**config.mk**
```make
export PLATFORM = sky130hd
export DESIGN_NAME = tmp_cfg
export DESIGN_NICKNAME = d
export VERILOG_FILES = /design/src/design/tmp_pkg.sv /design/src/design/tmp_cfg.sv
export SDC_FILE = /design/constraint.sdc
export NUM_CORES = 2
export LEC_CHECK = 0
export BUFFER_PORTS_ARGS = -buffer_cell sky130_fd_sc_hd__buf_2
export CORE_MARGIN = 3
export CORE_UTILIZATION = 33
export DETAILED_ROUTE_END_ITERATION = 10
export PLACE_DENSITY = 0.44
export SYNTH_ARGS = -nofsm -noshare
export SYNTH_HDL_FRONTEND = slang
export SYNTH_SLANG_ARGS = --single-unit
```
**constraint.sdc**
```tcl
create_clock -name clk_i -period 9.5 [get_ports clk_i]
set_input_delay 0.475 -clock clk_i [delete_from_list [all_inputs] [get_ports clk_i]]
set_output_delay 0.475 -clock clk_i [all_outputs]
set_load 0.01 [all_outputs]
```
**src/design/tmp_pkg.sv**
```systemverilog
// ----------------------------------------------------------------------------
// tmp_pkg
// Types, constants and helpers shared by the trapezoid motion profile blocks.
// ----------------------------------------------------------------------------
`default_nettype none

package tmp_pkg;

  localparam int FracBits  = 16;
  localparam int TickShift = 24;

  localparam int MinCreepRaw = ((1 << FracBits) + 50000) / 100000;
  localparam int MinCreep    = (MinCreepRaw > 0) ? MinCreepRaw : 1;

  localparam logic [30:0] MaxSpeedReset = 31'd65536;
  localparam logic [30:0] AccelReset    = 31'd65536;
  localparam logic [23:0] TickReset     = 24'd167772;
  localparam longint      StepResetL    = (longint'(AccelReset) * longint'(TickReset))
                                          >>> TickShift;
  localparam logic [30:0] StepReset     = 31'(StepResetL);

  localparam logic signed [35:0] SatHi = 36'sd2147483647;
  localparam logic signed [35:0] SatLo = -36'sd2147483648;

  typedef enum logic [1:0] {
    CFG_MAX_SPEED = 2'd0,
    CFG_ACCEL     = 2'd1,
    CFG_TICK      = 2'd2
  } cfg_idx_e;

  typedef enum logic [8:0] {
    SEG_IDLE    = 9'b0_0000_0001,
    SEG_ACC_P   = 9'b0_0000_0010,
    SEG_CRU_P   = 9'b0_0000_0100,
    SEG_DEC_P   = 9'b0_0000_1000,
    SEG_CONST_P = 9'b0_0001_0000,
    SEG_ACC_N   = 9'b0_0010_0000,
    SEG_CRU_N   = 9'b0_0100_0000,
    SEG_DEC_N   = 9'b0_1000_0000,
    SEG_CONST_N = 9'b1_0000_0000
  } seg_e;

  typedef struct packed {
    logic [30:0] max_speed;
    logic [30:0] speed_step;
    logic [23:0] tick_time;
    logic        accel_zero;
  } cfg_t;

  typedef struct packed {
    logic               valid;
    logic               load_target;
    logic signed [31:0] target;
    logic               stop_request;
  } item_t;

  function automatic logic signed [31:0] sat32(input logic signed [35:0] v);
    logic signed [31:0] r;
    if (v > SatHi) begin
      r = 32'sh7FFF_FFFF;
    end else if (v < SatLo) begin
      r = 32'sh8000_0000;
    end else begin
      r = v[31:0];
    end
    return r;
  endfunction

endpackage

`default_nettype wire

```
**src/design/tmp_cfg.sv**
```systemverilog
// ----------------------------------------------------------------------------
// tmp_cfg
// Configuration registers and the per-tick speed step formed on each write.
// ----------------------------------------------------------------------------
`default_nettype none

module tmp_cfg import tmp_pkg::*; (
  input  wire logic        clk_i,
  input  wire logic        rst_ni,
  input  wire logic        cfg_we_i,
  input  wire logic [1:0]  cfg_index_i,
  input  wire logic [30:0] cfg_wdata_i,
  output cfg_t             cfg_o
);

  logic [30:0] max_speed_q;
  logic [30:0] accel_q;
  logic [23:0] tick_q;
  logic [30:0] step_q;
  logic [30:0] accel_op;
  logic [23:0] tick_op;
  logic [54:0] step_prod;
  cfg_idx_e    idx;

  assign idx       = cfg_idx_e'(cfg_index_i);
  assign accel_op  = (idx == CFG_ACCEL) ? cfg_wdata_i : accel_q;
  assign tick_op   = (idx == CFG_TICK) ? cfg_wdata_i[23:0] : tick_q;
  assign step_prod = 55'(accel_op) * 55'(tick_op);

  always_ff @(posedge clk_i or negedge rst_ni) begin
    if (!rst_ni) begin
      max_speed_q <= MaxSpeedReset;
      accel_q     <= AccelReset;
      tick_q      <= TickReset;
      step_q      <= StepReset;
    end else if (cfg_we_i) begin
      unique case (idx)
        CFG_MAX_SPEED: begin
          max_speed_q <= cfg_wdata_i;
          step_q      <= step_prod[54:24];
        end
        CFG_ACCEL: begin
          accel_q <= cfg_wdata_i;
          step_q  <= step_prod[54:24];
        end
        CFG_TICK: begin
          tick_q <= cfg_wdata_i[23:0];
          step_q <= step_prod[54:24];
        end
        default: begin
        end
      endcase
    end
  end

  assign cfg_o.max_speed  = max_speed_q;
  assign cfg_o.speed_step = step_q;
  assign cfg_o.tick_time  = tick_q;
  assign cfg_o.accel_zero = (accel_q == '0);

endmodule

`default_nettype wire

```
==> out/qor.yml <==
outcome:
  outcome: "completed"
floorplan:
  row_count: 106
  design.portCount: 123
  floorplan.die.height_um: 298
  area_of_the_die_sq_um: 89000
  fp.coreArea_sq_um: 84100
  initial_core_util_pct: 33.5
  horizontal_die_dimension_um: 298
final_layout:
  syn2layout_area_growth_pct: 11.1
  utilization_pct: 37.3
  drive_above_1_share_pct: 11.6
  n_fill_cell: 8841
  design.final.nets: 4167
min_path:
  worst_hold_path_type: "in -> reg"
synth:
  synthesis.nets: 4061
  synth_simple_gate_area_share_pct: 15.1
  syn_inst: 3213
  ys_seq_elements: 117
  synth-adder-area-share_pct: 52.9
  synth_area_leaders: "fa_1, inv_1, dfrtp_1"
  synth_edf_count: 0
  synth_most_common_cell: "inv_1"
  synth_compound_area_share_pct: 5.38
  synthDominantAreaCellType: "fa_1"
  portion_of_synthesized_cell_area_occupied_by_the_leading_cell_type_pct: 45.1
  share_of_cell_area_taken_by_muxes_after_synthesis_pct: 4.24
  post_synth_num_cell_types: 62
  combinational_family_with_the_most_area_after_synthesis: "adder cells"
  synth_area_sq_um: 28200
  part_of_the_yosys_area_used_for_sequential_elements_pct: 10.5
  synth_warnings: 0
  synth_xor_xnor_area_share_pct: 0.746
  postSynth.topFlopCell: "dfrtp_1"
  synthArstFlopShare_pct: 100
  syn_area_per_cell_sq_um: 8.77
  netlist_top_cells_count: "inv_1, fa_1, nand2_1, nor2_1, ha_1"
timing:
  timing.clock.skew_ps: 21.2
  period_share_pct: 90.1
  fin_crit_ps: 8560
  setup_viol: 0
  timing_worst_slew_pin_value_ps: 1230
  timing_max_transition_violations_final: 0
  setup_repair_after_global_routing_missed_its_margin: "false"
  timing.slew.headroom_pct: 18.3
  report.final.hold_viol_count: 0
  fmax_ghz: 0.117
worst_setup_path:
  critical_path.startpoint: "cfg_index_i[0]"
  end_kind: "register"
  worst_r2r_startpoint: "accel_q[9]"
  r2r_slack_ps: 1390
  critPathArrivalTime_ps: 8930
  logic_depth_of_the_worst_register_to_register_path: 26
  cp_max_fo: 17
  crit_path_max_incr_delay_ps: 750
  critical_path_endpoint: "step_q[19]"
  crit_required_ps: 9870
  critical-path-slowest-cell: "mux2i_1"
  critical_path_class: "in -> reg"
  critPathLaunchType: "input pin"
  regToRegEndpoint: "step_q[19]"
  crit_path_frequent_cell: "fa_1"
global_routing:
  grt_start_max_net_pins: 113
  antenna_violations_before_repair: 1
  first_pass_grt_wire_length_mm: 159
  grt_util_all_layers_pct: 24.1
  first_global_vias: 24100
  globalRouteOverflowTotal: 0
clocking:
  tritoncts_clock_tree: "yes"
  clkSlewWorstSetupHoldPaths_ps: 70
  cts-buffers-inserted: 17
  tritoncts_num_sinks: 117
  cts_setup_buffers: 0
  cts_root_buf: "clkbuf_16"
  clock_latency_late_sink_ps: 500
  htreeDepth: 4
  cts.path.max_buffers: 2
placement:
  buffer_ports.inserted: 122
  place_congestion: 0.899
  dp_hpwl_mm: 86.8
routing:
  post_detailed_route_drc_marker_count: 0
  drtIter0Drc: 1443
  drt-pass1-iter-count: 5
  post_drt_via_cell_ratio: 4.99
  detailroute.via_count: 22300
  antenna_left: 0
  wirelength_mm: 103
  wire_per_inst_um: 23.1
run:
  cap_viol_max_count: 0
-- what timing repair did --
| item | 4_1_cts | 5_1_grt |
|---|---|---|
| endpoints found under the hold margin | 48 | 0 |
| hold buffers | 1 | 0 |
| resized for setup | 0 | 0 |
-- through the flow --
stage	cell area [sq um]	TNS (ps)	worst slack [ps]	hold WS [ps]	std cells
3_5_place_dp	30700	0	317	468	4433
4_1_cts	31300	0	765	236	4466
6_report	31300	0	938	278	4468
3_3_place_gp	30700	-272	-198	463	4432
5_1_grt	31300	0	333	257	4466
2_1_floorplan	28200	0	1490	179	3213
-- sequential cells by signal, summed over array words and instances (netlist names) --
signal       cells
accel_q         31
max_speed_q     31
step_q          31
tick_q          24
-- area by class of cell --
| type | count | area, sq um | area share, % |
|---|---|---|---|
| Antenna cell | 2 | 5.00 | 0.0160 |
| Multi-Input combinational cell | 2264 | 22200 | 70.8 |
| Timing Repair Buffer | 249 | 1640 | 5.22 |
| Inverter | 670 | 2510 | 8.03 |
| Clock inverter | 15 | 189 | 0.603 |
| Sequential cell | 117 | 2950 | 9.42 |
| Clock buffer | 17 | 425 | 1.36 |
| Tap cell | 1134 | 1420 | 4.53 |
-- placed cells by master, fill, tap and decap left out, types with 16 or more instances in the layout --
| master | n |
|---|---|
| dfrtp_1 | 99 |
| a21oi_1 | 104 |
| clkbuf_16 | 17 |
| nand4_1 | 16 |
| ha_1 | 177 |
| inv_1 | 670 |
| o21ai_0 | 44 |
| fa_1 | 635 |
| buf_4 | 121 |
| mux2_2 | 56 |
| mux2i_1 | 43 |
| buf_2 | 121 |
| a21o_1 | 16 |
| nand2_1 | 516 |
| nor2_1 | 459 |
| dfstp_2 | 18 |
-- worst min-delay path by stage --
stage	startpoint	end	cells after the start
floorplan	rst_ni	accel_q[0]	0
global placement	step_q[21]	step_q[21]	2
detailed placement	step_q[23]	step_q[23]	2
CTS	cfg_wdata_i[25]	max_speed_q[25]	2
global route	cfg_wdata_i[25]	max_speed_q[25]	2
finish	cfg_wdata_i[28]	max_speed_q[28]	2
-- critical path, delay by kind of cell --
family	cells	cell delay, ps
fa+ha+maj	8	3980
simple gates	7	1530
compound gates	2	610
buf+inv	9	1150
mux	2	1020
xor+xnor	1	150
-- cell families after synthesis --
kind of cell / after synthesis
xor+xnor: 24
compound gates: 244
simple gates: 1072
flops: 117
fa+ha+maj: 812
buf+inv: 832
mux: 112
-- metal layers --
metal / part of all wire [%] / wire length [um] / global-route usage (%)
met1: 43 / 45000 / 33.0
met2: 47 / 48500 / 38.7
met3: 5.8 / 6030 / 4.04
met4: 3.7 / 3850 / 8.08
met5: 0.0068 / 7 / 0
Power is not shown: default switching activity piles up to over one toggle a cycle in this logic, so the estimate is an artifact.
