[src/design/tmp_pkg.sv]
// ----------------------------------------------------------------------------
// tmp_pkg
// Types, constants and helpers shared by the trapezoid motion profile blocks.
// ----------------------------------------------------------------------------
`default_nettype none

package tmp_pkg;

  localparam int FracBits  = 16;
  localparam int TickShift = 24;

  localparam int MinCreepRaw = ((1 << FracBits) + 50000) / 100000;
  localparam int MinCreep    = (MinCreepRaw > 0) ? MinCreepRaw : 1;

  localparam logic [30:0] MaxSpeedReset = 31'd65536;
  localparam logic [30:0] AccelReset    = 31'd65536;
  localparam logic [23:0] TickReset     = 24'd167772;
  localparam longint      StepResetL    = (longint'(AccelReset) * longint'(TickReset))
                                          >>> TickShift;
  localparam logic [30:0] StepReset     = 31'(StepResetL);

  localparam logic signed [35:0] SatHi = 36'sd2147483647;
  localparam logic signed [35:0] SatLo = -36'sd2147483648;

  typedef enum logic [1:0] {
    CFG_MAX_SPEED = 2'd0,
    CFG_ACCEL     = 2'd1,
    CFG_TICK      = 2'd2
  } cfg_idx_e;

  typedef enum logic [8:0] {
    SEG_IDLE    = 9'b0_0000_0001,
    SEG_ACC_P   = 9'b0_0000_0010,
    SEG_CRU_P   = 9'b0_0000_0100,
    SEG_DEC_P   = 9'b0_0000_1000,
    SEG_CONST_P = 9'b0_0001_0000,
    SEG_ACC_N   = 9'b0_0010_0000,
    SEG_CRU_N   = 9'b0_0100_0000,
    SEG_DEC_N   = 9'b0_1000_0000,
    SEG_CONST_N = 9'b1_0000_0000
  } seg_e;

  typedef struct packed {
    logic [30:0] max_speed;
    logic [30:0] speed_step;
    logic [23:0] tick_time;
    logic        accel_zero;
  } cfg_t;

  typedef struct packed {
    logic               valid;
    logic               load_target;
    logic signed [31:0] target;
    logic               stop_request;
  } item_t;

  function automatic logic signed [31:0] sat32(input logic signed [35:0] v);
    logic signed [31:0] r;
    if (v > SatHi) begin
      r = 32'sh7FFF_FFFF;
    end else if (v < SatLo) begin
      r = 32'sh8000_0000;
    end else begin
      r = v[31:0];
    end
    return r;
  endfunction

endpackage

`default_nettype wire

[src/design/tmp_core.sv]
// ----------------------------------------------------------------------------
// tmp_core
// Profile state and single-tick update; the state registers are the result.
// ----------------------------------------------------------------------------
`default_nettype none

module tmp_core import tmp_pkg::*; (
  input  wire logic        clk_i,
  input  wire logic        rst_ni,
  input  wire cfg_t        cfg_i,
  input  wire item_t       item_i,
  input  wire logic        adv_i,
  output logic             out_valid_o,
  output logic signed [31:0] position_o,
  output logic signed [31:0] velocity_o,
  output logic             done_res_o
);

  localparam logic signed [31:0] Creep = 32'(MinCreep);

  seg_e               seg_q, seg_d, seg_b;
  logic               neg_q, neg_d;
  logic               stop_q, stop_d;
  logic               out_valid_q;
  logic signed [31:0] start_q, start_d;
  logic signed [31:0] pos_q, pos_d;
  logic signed [31:0] sw_q, sw_d;
  logic signed [31:0] vel_q, vel_d;
  logic signed [31:0] last_q, last_d;
  logic signed [31:0] dest_q, dest_d;

  logic               fire;
  logic               halt;
  logic               arrived;
  logic signed [32:0] diff;
  logic [31:0]        diff_mag;
  logic [31:0]        half;
  logic signed [35:0] vmax_w;
  logic signed [35:0] step_w;
  logic signed [35:0] half_w;
  logic [31:0]        vel_mag;
  logic [55:0]        trav_prod;
  logic signed [35:0] trav;

  assign fire   = adv_i & item_i.valid;
  assign vmax_w = 36'(signed'({1'b0, cfg_i.max_speed}));
  assign step_w = 36'(signed'({1'b0, cfg_i.speed_step}));

  always_comb begin
    dest_d  = item_i.load_target ? item_i.target : dest_q;
    stop_d  = stop_q | item_i.stop_request;
    last_d  = last_q;
    start_d = start_q;
    pos_d   = pos_q;
    sw_d    = sw_q;
    vel_d   = vel_q;
    neg_d   = neg_q;
    seg_d   = seg_q;
    halt    = 1'b0;
    arrived = 1'b0;

    // new target: move starts from the previous target
    diff     = 33'(dest_d) - 33'(last_q);
    diff_mag = diff[32] ? 32'(-diff) : diff[31:0];
    half     = 32'((33'(diff_mag) + 33'd1) >> 1);
    half_w   = 36'(signed'({1'b0, half}));
    if (dest_d != last_q) begin
      start_d = last_q;
      pos_d   = last_q;
      last_d  = dest_d;
      neg_d   = diff[32];
      sw_d    = diff[32] ? 32'(36'(last_q) - half_w) : 32'(36'(last_q) + half_w);
      if (cfg_i.accel_zero) begin
        vel_d = diff[32] ? 32'(-vmax_w) : 32'(vmax_w);
        seg_d = diff[32] ? SEG_CONST_N : SEG_CONST_P;
      end else begin
        seg_d = diff[32] ? SEG_ACC_N : SEG_ACC_P;
      end
    end

    if (stop_d) begin
      if (vel_d > 0) begin
        seg_d = SEG_DEC_P;
      end else if (vel_d < 0) begin
        seg_d = SEG_DEC_N;
      end else begin
        stop_d = 1'b0;
      end
    end

    seg_b = seg_d;
    unique case (seg_b)
      SEG_IDLE, SEG_CONST_P, SEG_CONST_N: begin
      end
      SEG_ACC_P: begin
        vel_d = sat32(36'(vel_d) + step_w);
        if (36'(vel_d) >= vmax_w) begin
          sw_d  = sat32(36'(dest_d) - (36'(pos_d) - 36'(start_d)));
          seg_d = SEG_CRU_P;
        end else if (pos_d >= sw_d) begin
          seg_d = SEG_DEC_P;
        end
      end
      SEG_CRU_P: begin
        if (pos_d >= sw_d) seg_d = SEG_DEC_P;
      end
      SEG_DEC_P: begin
        vel_d = sat32(36'(vel_d) - step_w);
        if (stop_d) begin
          if (vel_d <= Creep) halt = 1'b1;
        end else if (vel_d < Creep) begin
          vel_d = Creep;
        end
      end
      SEG_ACC_N: begin
        vel_d = sat32(36'(vel_d) - step_w);
        if (-36'(vel_d) >= vmax_w) begin
          sw_d  = sat32(36'(dest_d) - (36'(pos_d) - 36'(start_d)));
          seg_d = SEG_CRU_N;
        end else if (pos_d <= sw_d) begin
          seg_d = SEG_DEC_N;
        end
      end
      SEG_CRU_N: begin
        if (pos_d <= sw_d) seg_d = SEG_DEC_N;
      end
      SEG_DEC_N: begin
        vel_d = sat32(36'(vel_d) + step_w);
        if (stop_d) begin
          if (vel_d >= -Creep) halt = 1'b1;
        end else if (vel_d > -Creep) begin
          vel_d = -Creep;
        end
      end
      default: seg_d = SEG_IDLE;
    endcase

    // controlled stop reached: hold here
    if (halt) begin
      seg_d   = SEG_IDLE;
      stop_d  = 1'b0;
      dest_d  = pos_d;
      last_d  = pos_d;
      start_d = pos_d;
      sw_d    = pos_d;
    end

    // position step, magnitude truncated toward zero
    vel_mag   = vel_d[31] ? 32'(-33'(vel_d)) : vel_d;
    trav_prod = 56'(vel_mag) * 56'(cfg_i.tick_time);
    trav      = vel_d[31] ? -36'(signed'({4'b0, trav_prod[55:24]}))
                          : 36'(signed'({4'b0, trav_prod[55:24]}));

    if (seg_d != SEG_IDLE) begin
      pos_d   = sat32(36'(pos_d) + trav);
      arrived = neg_d ? (pos_d <= dest_d) : (pos_d >= dest_d);
      if (arrived) begin
        pos_d  = dest_d;
        vel_d  = '0;
        last_d = dest_d;
        seg_d  = SEG_IDLE;
      end
    end else begin
      vel_d = '0;
      pos_d = dest_d;
    end
  end

  always_ff @(posedge clk_i or negedge rst_ni) begin
    if (!rst_ni) begin
      seg_q       <= SEG_IDLE;
      neg_q       <= 1'b0;
      stop_q      <= 1'b0;
      start_q     <= '0;
      pos_q       <= '0;
      sw_q        <= '0;
      vel_q       <= '0;
      last_q      <= '0;
      dest_q      <= '0;
      out_valid_q <= 1'b0;
    end else begin
      if (adv_i) out_valid_q <= item_i.valid;
      if (fire) begin
        seg_q   <= seg_d;
        neg_q   <= neg_d;
        stop_q  <= stop_d;
        start_q <= start_d;
        pos_q   <= pos_d;
        sw_q    <= sw_d;
        vel_q   <= vel_d;
        last_q  <= last_d;
        dest_q  <= dest_d;
      end
    end
  end

  assign out_valid_o = out_valid_q;
  assign position_o  = pos_q;
  assign velocity_o  = vel_q;
  assign done_res_o  = (seg_q == SEG_IDLE);

`ifndef NO_ASSERTIONS
  a_idle_at_rest: assert property (@(posedge clk_i) disable iff (!rst_ni)
    seg_q == SEG_IDLE |-> vel_q == '0)
    else $error("idle profile with nonzero velocity");

  a_idle_on_dest: assert property (@(posedge clk_i) disable iff (!rst_ni)
    seg_q == SEG_IDLE |-> pos_q == dest_q)
    else $error("idle profile away from destination");

  a_hold_no_fire: assert property (@(posedge clk_i) disable iff (!rst_ni)
    !fire |=> $stable(pos_q) && $stable(vel_q) && $stable(seg_q))
    else $error("profile state moved without a transaction");
`endif

endmodule

`default_nettype wire

[config.mk]
export PLATFORM = sky130hd
export DESIGN_NAME = tmp_core
export DESIGN_NICKNAME = d
export VERILOG_FILES = /design/src/design/tmp_pkg.sv /design/src/design/tmp_core.sv
export SDC_FILE = /design/constraint.sdc
export NUM_CORES = 2
export LEC_CHECK = 0
export BUFFER_PORTS_ARGS = -buffer_cell sky130_fd_sc_hd__buf_2
export CORE_ASPECT_RATIO = 1.4
export CORE_UTILIZATION = 60
export DETAILED_ROUTE_END_ITERATION = 10
export PLACE_DENSITY = 0.8
export SLEW_MARGIN = 10
export SYNTH_ARGS = -nofsm -noshare
export SYNTH_HDL_FRONTEND = slang
export SYNTH_SLANG_ARGS = --single-unit
[constraint.sdc]
create_clock -name clk_i -period 23.5 [get_ports clk_i]
set_clock_uncertainty 0.15 [all_clocks]
set_input_delay 2.35 -clock clk_i [delete_from_list [all_inputs] [get_ports clk_i]]
set_output_delay 2.35 -clock clk_i [all_outputs]
set_load 0.03 [all_outputs]
==> results of run 1 <==
==> kinds of logic after synthesis <==
group / share of synthesized area
xor gates and xnor gates: 0.05501
AOI/OAI and AO/OA: 0.1929
muxes: 0.008287
adders and majority gates: 0.3472
DFF: 0.08739
buffers and inverters: 0.09661
and+or+nand+nor: 0.2127
==> synth_stat cells (40+ instances only) <==
cell	n
sky130_fd_sc_hd__nand4_1	71
sky130_fd_sc_hd__a21oi_1	491
sky130_fd_sc_hd__xor2_1	107
sky130_fd_sc_hd__dfrtp_1	203
sky130_fd_sc_hd__a21o_1	183
sky130_fd_sc_hd__xnor2_1	252
sky130_fd_sc_hd__mux2i_1	45
sky130_fd_sc_hd__nor4_1	40
sky130_fd_sc_hd__inv_1	1112
sky130_fd_sc_hd__and3_1	42
sky130_fd_sc_hd__or3_1	56
sky130_fd_sc_hd__nand3_1	141
sky130_fd_sc_hd__nand2_1	876
sky130_fd_sc_hd__o22ai_1	49
sky130_fd_sc_hd__a31oi_1	65
sky130_fd_sc_hd__nor2_1	500
sky130_fd_sc_hd__nor3_1	160
sky130_fd_sc_hd__and2_1	416
sky130_fd_sc_hd__ha_1	511
sky130_fd_sc_hd__nor2b_1	53
sky130_fd_sc_hd__o21ai_0	386
sky130_fd_sc_hd__a211oi_1	65
sky130_fd_sc_hd__fa_1	694
sky130_fd_sc_hd__a22o_1	50
sky130_fd_sc_hd__o31ai_1	54
sky130_fd_sc_hd__clkbuf_1	328
sky130_fd_sc_hd__nand2b_1	67
sky130_fd_sc_hd__o21bai_1	53
==> timing repair <==
item / 4_1_cts
pin swaps: 90
setup endpoints to repair: 105
gates resized for setup: 186
cloned: 5
buffers inserted: 49
endpoints found under the hold margin: 0
==> metrics by stage <==
step | utilization | setup TNS [ns] | area, um2 | setup WS, ns | hold slack (ns)
4_1_cts | 0.7599 | -133.96 | 73420 | -1.445 | 0.3249
3_3_place_gp | 0.7368 | -252.53 | 71190 | -2.518 | 0.3024
2_1_floorplan | - | -81.62 | 59560 | -0.8871 | 0.2891
3_5_place_dp | 0.7368 | -304.49 | 71190 | -3.039 | 0.3125
==> metal layers <==
metal / track usage / overflow
met5: 0.2069 / 0
met4: 0.7079 / 57
met3: 0.3805 / 4
met2: 0.8888 / 65
met1: 0.6477 / 7
==> flow_metrics.py, run 1 <==
metrics = {
    "clock_tree": {
        "cts-buffers-inserted": 26,
        "root_buffer": "sky130_fd_sc_hd__clkbuf_16",
        "clock_sinks": 204,
        "ctsHoldBuffers": 0,
        "htree_num_levels": 1,
        "cts.path.max_buffers": 3,
    },
    "synthesis": {
        "syn_inst": 7617,
        "seq_area_frac_synth": 0.08739,
        "synth_enable_flop_cells": 0,
        "synth-async-reset-ratio": 1.000,
        "synth.largest_area_cell": "sky130_fd_sc_hd__fa_1",
        "ys_seq_elements": 204,
        "synth.area.top_cells": "sky130_fd_sc_hd__fa_1, sky130_fd_sc_hd__ha_1, sky130_fd_sc_hd__dfrtp_1, sky130_fd_sc_hd__inv_1, sky130_fd_sc_hd__nand2_1",
        "synth.top_cell.area_share": 0.2378,
        "yosysUniqueCellTypes": 113,
        "ys_dominant_reg_cell": "sky130_fd_sc_hd__dfrtp_1",
        "synth.cell_area_um2": 58430,
        "syn_nets": 8947,
        "yosysWarningCount": 0,
        "synthesis.area_per_instance_um2": 7.671,
    },
    "floorplan": {
        "die_w_um": 265.7,
        "ios": 191,
        "dieHeight_um": 371.2,
        "placement_rows": 135,
        "floorplan.initialDensity": 0.6048,
    },
    "placement": {
        "dpl.hpwl_um": 210400,
        "globalplace.congestion": 1.066,
        "portBuffers": 190,
        "post-place-cells": 10090,
    },
    "global_route": {
        "grtUsageTotal": 0.6537,
        "gr-total-overflow": 133,
        "grt_start_max_net_pins": 172,
    },
    "status": {
        "error": "[ERROR GRT-0232] Routing congestion too high. Check the congestion heatmap in the GUI.",
        "haltStage": "global routing",
        "run_status": "aborted with a tool error",
    },
    "timing": {
        "endpoint_type": "register data pin",
        "worstEndpointGrtRepair": "position_o[16]$_DFFE_PN0P_/D",
    },
}
==> run 2, diff against run 1 <==
--- a/config.mk
+++ b/config.mk
@@ -6,10 +6,9 @@
 export NUM_CORES = 2
 export LEC_CHECK = 0
 export BUFFER_PORTS_ARGS = -buffer_cell sky130_fd_sc_hd__buf_2
-export CORE_ASPECT_RATIO = 1.4
-export CORE_UTILIZATION = 60
+export CORE_UTILIZATION = 40
 export DETAILED_ROUTE_END_ITERATION = 10
-export PLACE_DENSITY = 0.8
+export PLACE_DENSITY_LB_ADDON = 0.15
 export SLEW_MARGIN = 10
 export SYNTH_ARGS = -nofsm -noshare
 export SYNTH_HDL_FRONTEND = slang
==> constraint.sdc (replaced) <==
create_clock -name clk_i -period 30.6 [get_ports clk_i]
set_clock_uncertainty 0.15 [all_clocks]
set_input_delay 3.06 -clock clk_i [delete_from_list [all_inputs] [get_ports clk_i]]
set_output_delay 3.06 -clock clk_i [all_outputs]
set_load 0.03 [all_outputs]
==> flow_metrics.py, run 2 <==
metrics = {
    "routing": {
        "dr.max_layer_used": "met5",
        "wl_per_cell_um": 24.03,
        "routed-wl-met3_um": 16070,
        "drc": 0,
        "wirelength_met1_um": 102500,
        "wl_met2_um": 101500,
        "first_pass_iters": 6,
        "vias_per_cell": 5.799,
        "drt_iter0_drc": 4884,
        "routed_wirelength_um": 231300,
        "route.vias.total": 55820,
        "detail-route-antenna-nets": 0,
    },
    "floorplan": {
        "ios": 191,
        "placement_rows": 139,
        "die_w_um": 384.2,
        "dieHeight_um": 384.2,
        "die-area_um2": 147600,
        "floorplan.initialDensity": 0.4048,
        "core_region_area_um2": 144400,
    },
    "global_route": {
        "grt_first_pass_wirelength_um": 350200,
        "grt_start_max_net_pins": 111,
        "grt_pass1_vias": 54730,
        "grtUsageTotal": 0.3105,
        "initial_antenna_violation_count": 7,
        "gr-total-overflow": 0,
    },
    "worst_setup_path": {
        "required_ns": 30.98,
        "crit_slowest_cell": "sky130_fd_sc_hd__or4_1",
        "crit_arrival_ns": 29.64,
        "cell_type_group_with_the_largest_total_delay_on_the_critical_path": "compound AO/OA/AOI/OAI gates",
        "crit_fanout": 23,
        "worst_path_largest_cell_delay_ns": 0.59,
        "timing.critical_path.from_type": "input pin",
        "kind_of_critical_path": "in2reg",
        "worstPathBufferInverterCount": 17,
        "path_common_cell": "sky130_fd_sc_hd__a21oi_1",
        "worstSetupEndpointType": "register",
    },
    "clock_tree": {
        "clock_sinks": 204,
        "insertion_delay_ns": 0.60,
        "clk_transition_reported_paths_ns": 0.08,
        "cts.path.max_buffers": 3,
        "cts-buffers-inserted": 25,
        "root_buffer": "sky130_fd_sc_hd__clkbuf_16",
        "cts_tree": "done",
        "htree_num_levels": 1,
    },
    "finish": {
        "layout_fillers": 14860,
        "num-nets-final": 9032,
        "drive_above_1_share": 0.08250,
        "layout.cells.most_common": "sky130_fd_sc_hd__inv_1",
        "area.sequential_um2": 5106,
        "area_growth_pct": 8.788,
        "mostFrequentLayoutCells": "sky130_fd_sc_hd__inv_1, sky130_fd_sc_hd__nand2_1, sky130_fd_sc_hd__fa_1",
        "total_area_of_multi_input_combinational_cells_um2": 48160,
    },
    "synthesis": {
        "yosysUniqueCellTypes": 113,
        "synth.area.top_cells": "sky130_fd_sc_hd__fa_1, sky130_fd_sc_hd__ha_1, sky130_fd_sc_hd__dfrtp_1, sky130_fd_sc_hd__inv_1, sky130_fd_sc_hd__nand2_1",
        "synthTopCellsByCount": "sky130_fd_sc_hd__inv_1, sky130_fd_sc_hd__nand2_1, sky130_fd_sc_hd__fa_1, sky130_fd_sc_hd__ha_1, sky130_fd_sc_hd__nor2_1",
        "syn_nets": 8947,
        "ys_dominant_reg_cell": "sky130_fd_sc_hd__dfrtp_1",
        "ys_seq_elements": 204,
        "synth-async-reset-ratio": 1.000,
        "yosysMostFrequentCell": "sky130_fd_sc_hd__inv_1",
        "synth.top_cell.area_share": 0.2378,
        "synth.cell_area_um2": 58430,
        "synthesis.area_per_instance_um2": 7.671,
        "yosysWarningCount": 0,
        "syn_inst": 7617,
        "synth_enable_flop_cells": 0,
        "seq_area_frac_synth": 0.08739,
        "synth.largest_area_cell": "sky130_fd_sc_hd__fa_1",
    },
    "run": {
        "cap_violations": 0,
    },
    "placement": {
        "globalplace.congestion": 1.031,
        "dpl.hpwl_um": 189200,
        "portBuffers": 190,
    },
    "timing": {
        "final.period_utilization": 0.9562,
        "timing_hold_violations_final": 0,
        "whs_ns": 0.3210,
        "maxSlewHeadroom": 0.07753,
        "period_needed_ns": 29.26,
        "report.final.slew_viol_count": 0,
        "worst-slew-pin-transition_ns": 1.371,
        "setup_total_negative_slack_ns": 0,
        "setup_viol": 0,
        "max_freq_mhz": 34.18,
    },
    "min_path": {
        "holdCritPathClass": "reg2reg",
    },
    "status": {
        "run_status": "finished, final reports clean",
    },
}
run 2: cell counts after synthesis:
No cell type changed its count.
run 2: layout make-up:
class | instances | share of cell area
timing repair buffer | 438 | 0.04519
sequential | 204 | 0.08033
tap | 1903 | 0.03746
inverter | 1113 | 0.06572
multi-input combinational | 5920 | 0.7577
antenna | 2 | 0.00007873
clock inverter | 13 | 0.002756
clock buffer | 33 | 0.01079
run 2: worst min-delay path, cell delays in order (launching register included):
cell and delay, ns:
sky130_fd_sc_hd__dfrtp_1 0.34, sky130_fd_sc_hd__nand2_1 0.05, sky130_fd_sc_hd__nand2_1 0.05
run 2: cell families (layout without fill, tap and decap cells):
group,Yosys count,count (layout),synth area share
simple gates,2553,2553,0.2127
flops,204,204,0.08739
other cells,0,2,0
compound gates,1752,1752,0.1929
xor+xnor,362,362,0.05501
buf+inv,1493,1597,0.09661
mux,48,48,0.008287
fa+ha+maj,1205,1205,0.3472
run 2: final timing paths:
check | startpoint | end | slack (ns) | cells after the start
worst min register to register | start_q[18] | start_q[18] | 0.32 | 2
max in group asynchronous | rst_ni | velocity_o[8] | 25.74 | 3
worst max register to register | dest_q[23] | position_o[0] | 3.87 | 110
worst min-delay path | start_q[18] | start_q[18] | 0.32 | 2
min in group asynchronous | rst_ni | position_o[31] | 2.32 | 1
worst max-delay path | item_i[33] | position_o[0] | 1.34 | 112
run 2: metal layers:
metal,vias up,GRT usage
met5,-,0
met1,27650,0.4407
met4,2,0.1225
met3,410,0.03787
li1,25540,-
met2,2219,0.4778
run 2: timing repair:
| action | 4_1_cts | 5_1_grt |
|---|---|---|
| resized for setup | 0 | 48 |
| hold buffers | 0 | 0 |
| buffers inserted | 0 | 4 |
| endpoints found under the setup margin | 0 | 105 |
run 2: per-stage QoR:
step | worst slack, ns | utilization | instance area [um2] | cells
after floorplan | 2.791 | - | 58430 | 7617
after global placement | 0.1227 | 0.4327 | 62460 | 9573
after detailed placement | -0.04074 | 0.4327 | 62460 | 9573
after CTS | 0.4119 | 0.4387 | 63330 | 9619
after global routing | -0.06924 | 0.4403 | 63560 | 9624
final | 1.340 | 0.4404 | 63570 | 9626
Power of run 2 is not shown: default switching activity piles up to over one toggle a cycle in this logic, so the estimate is an artifact.
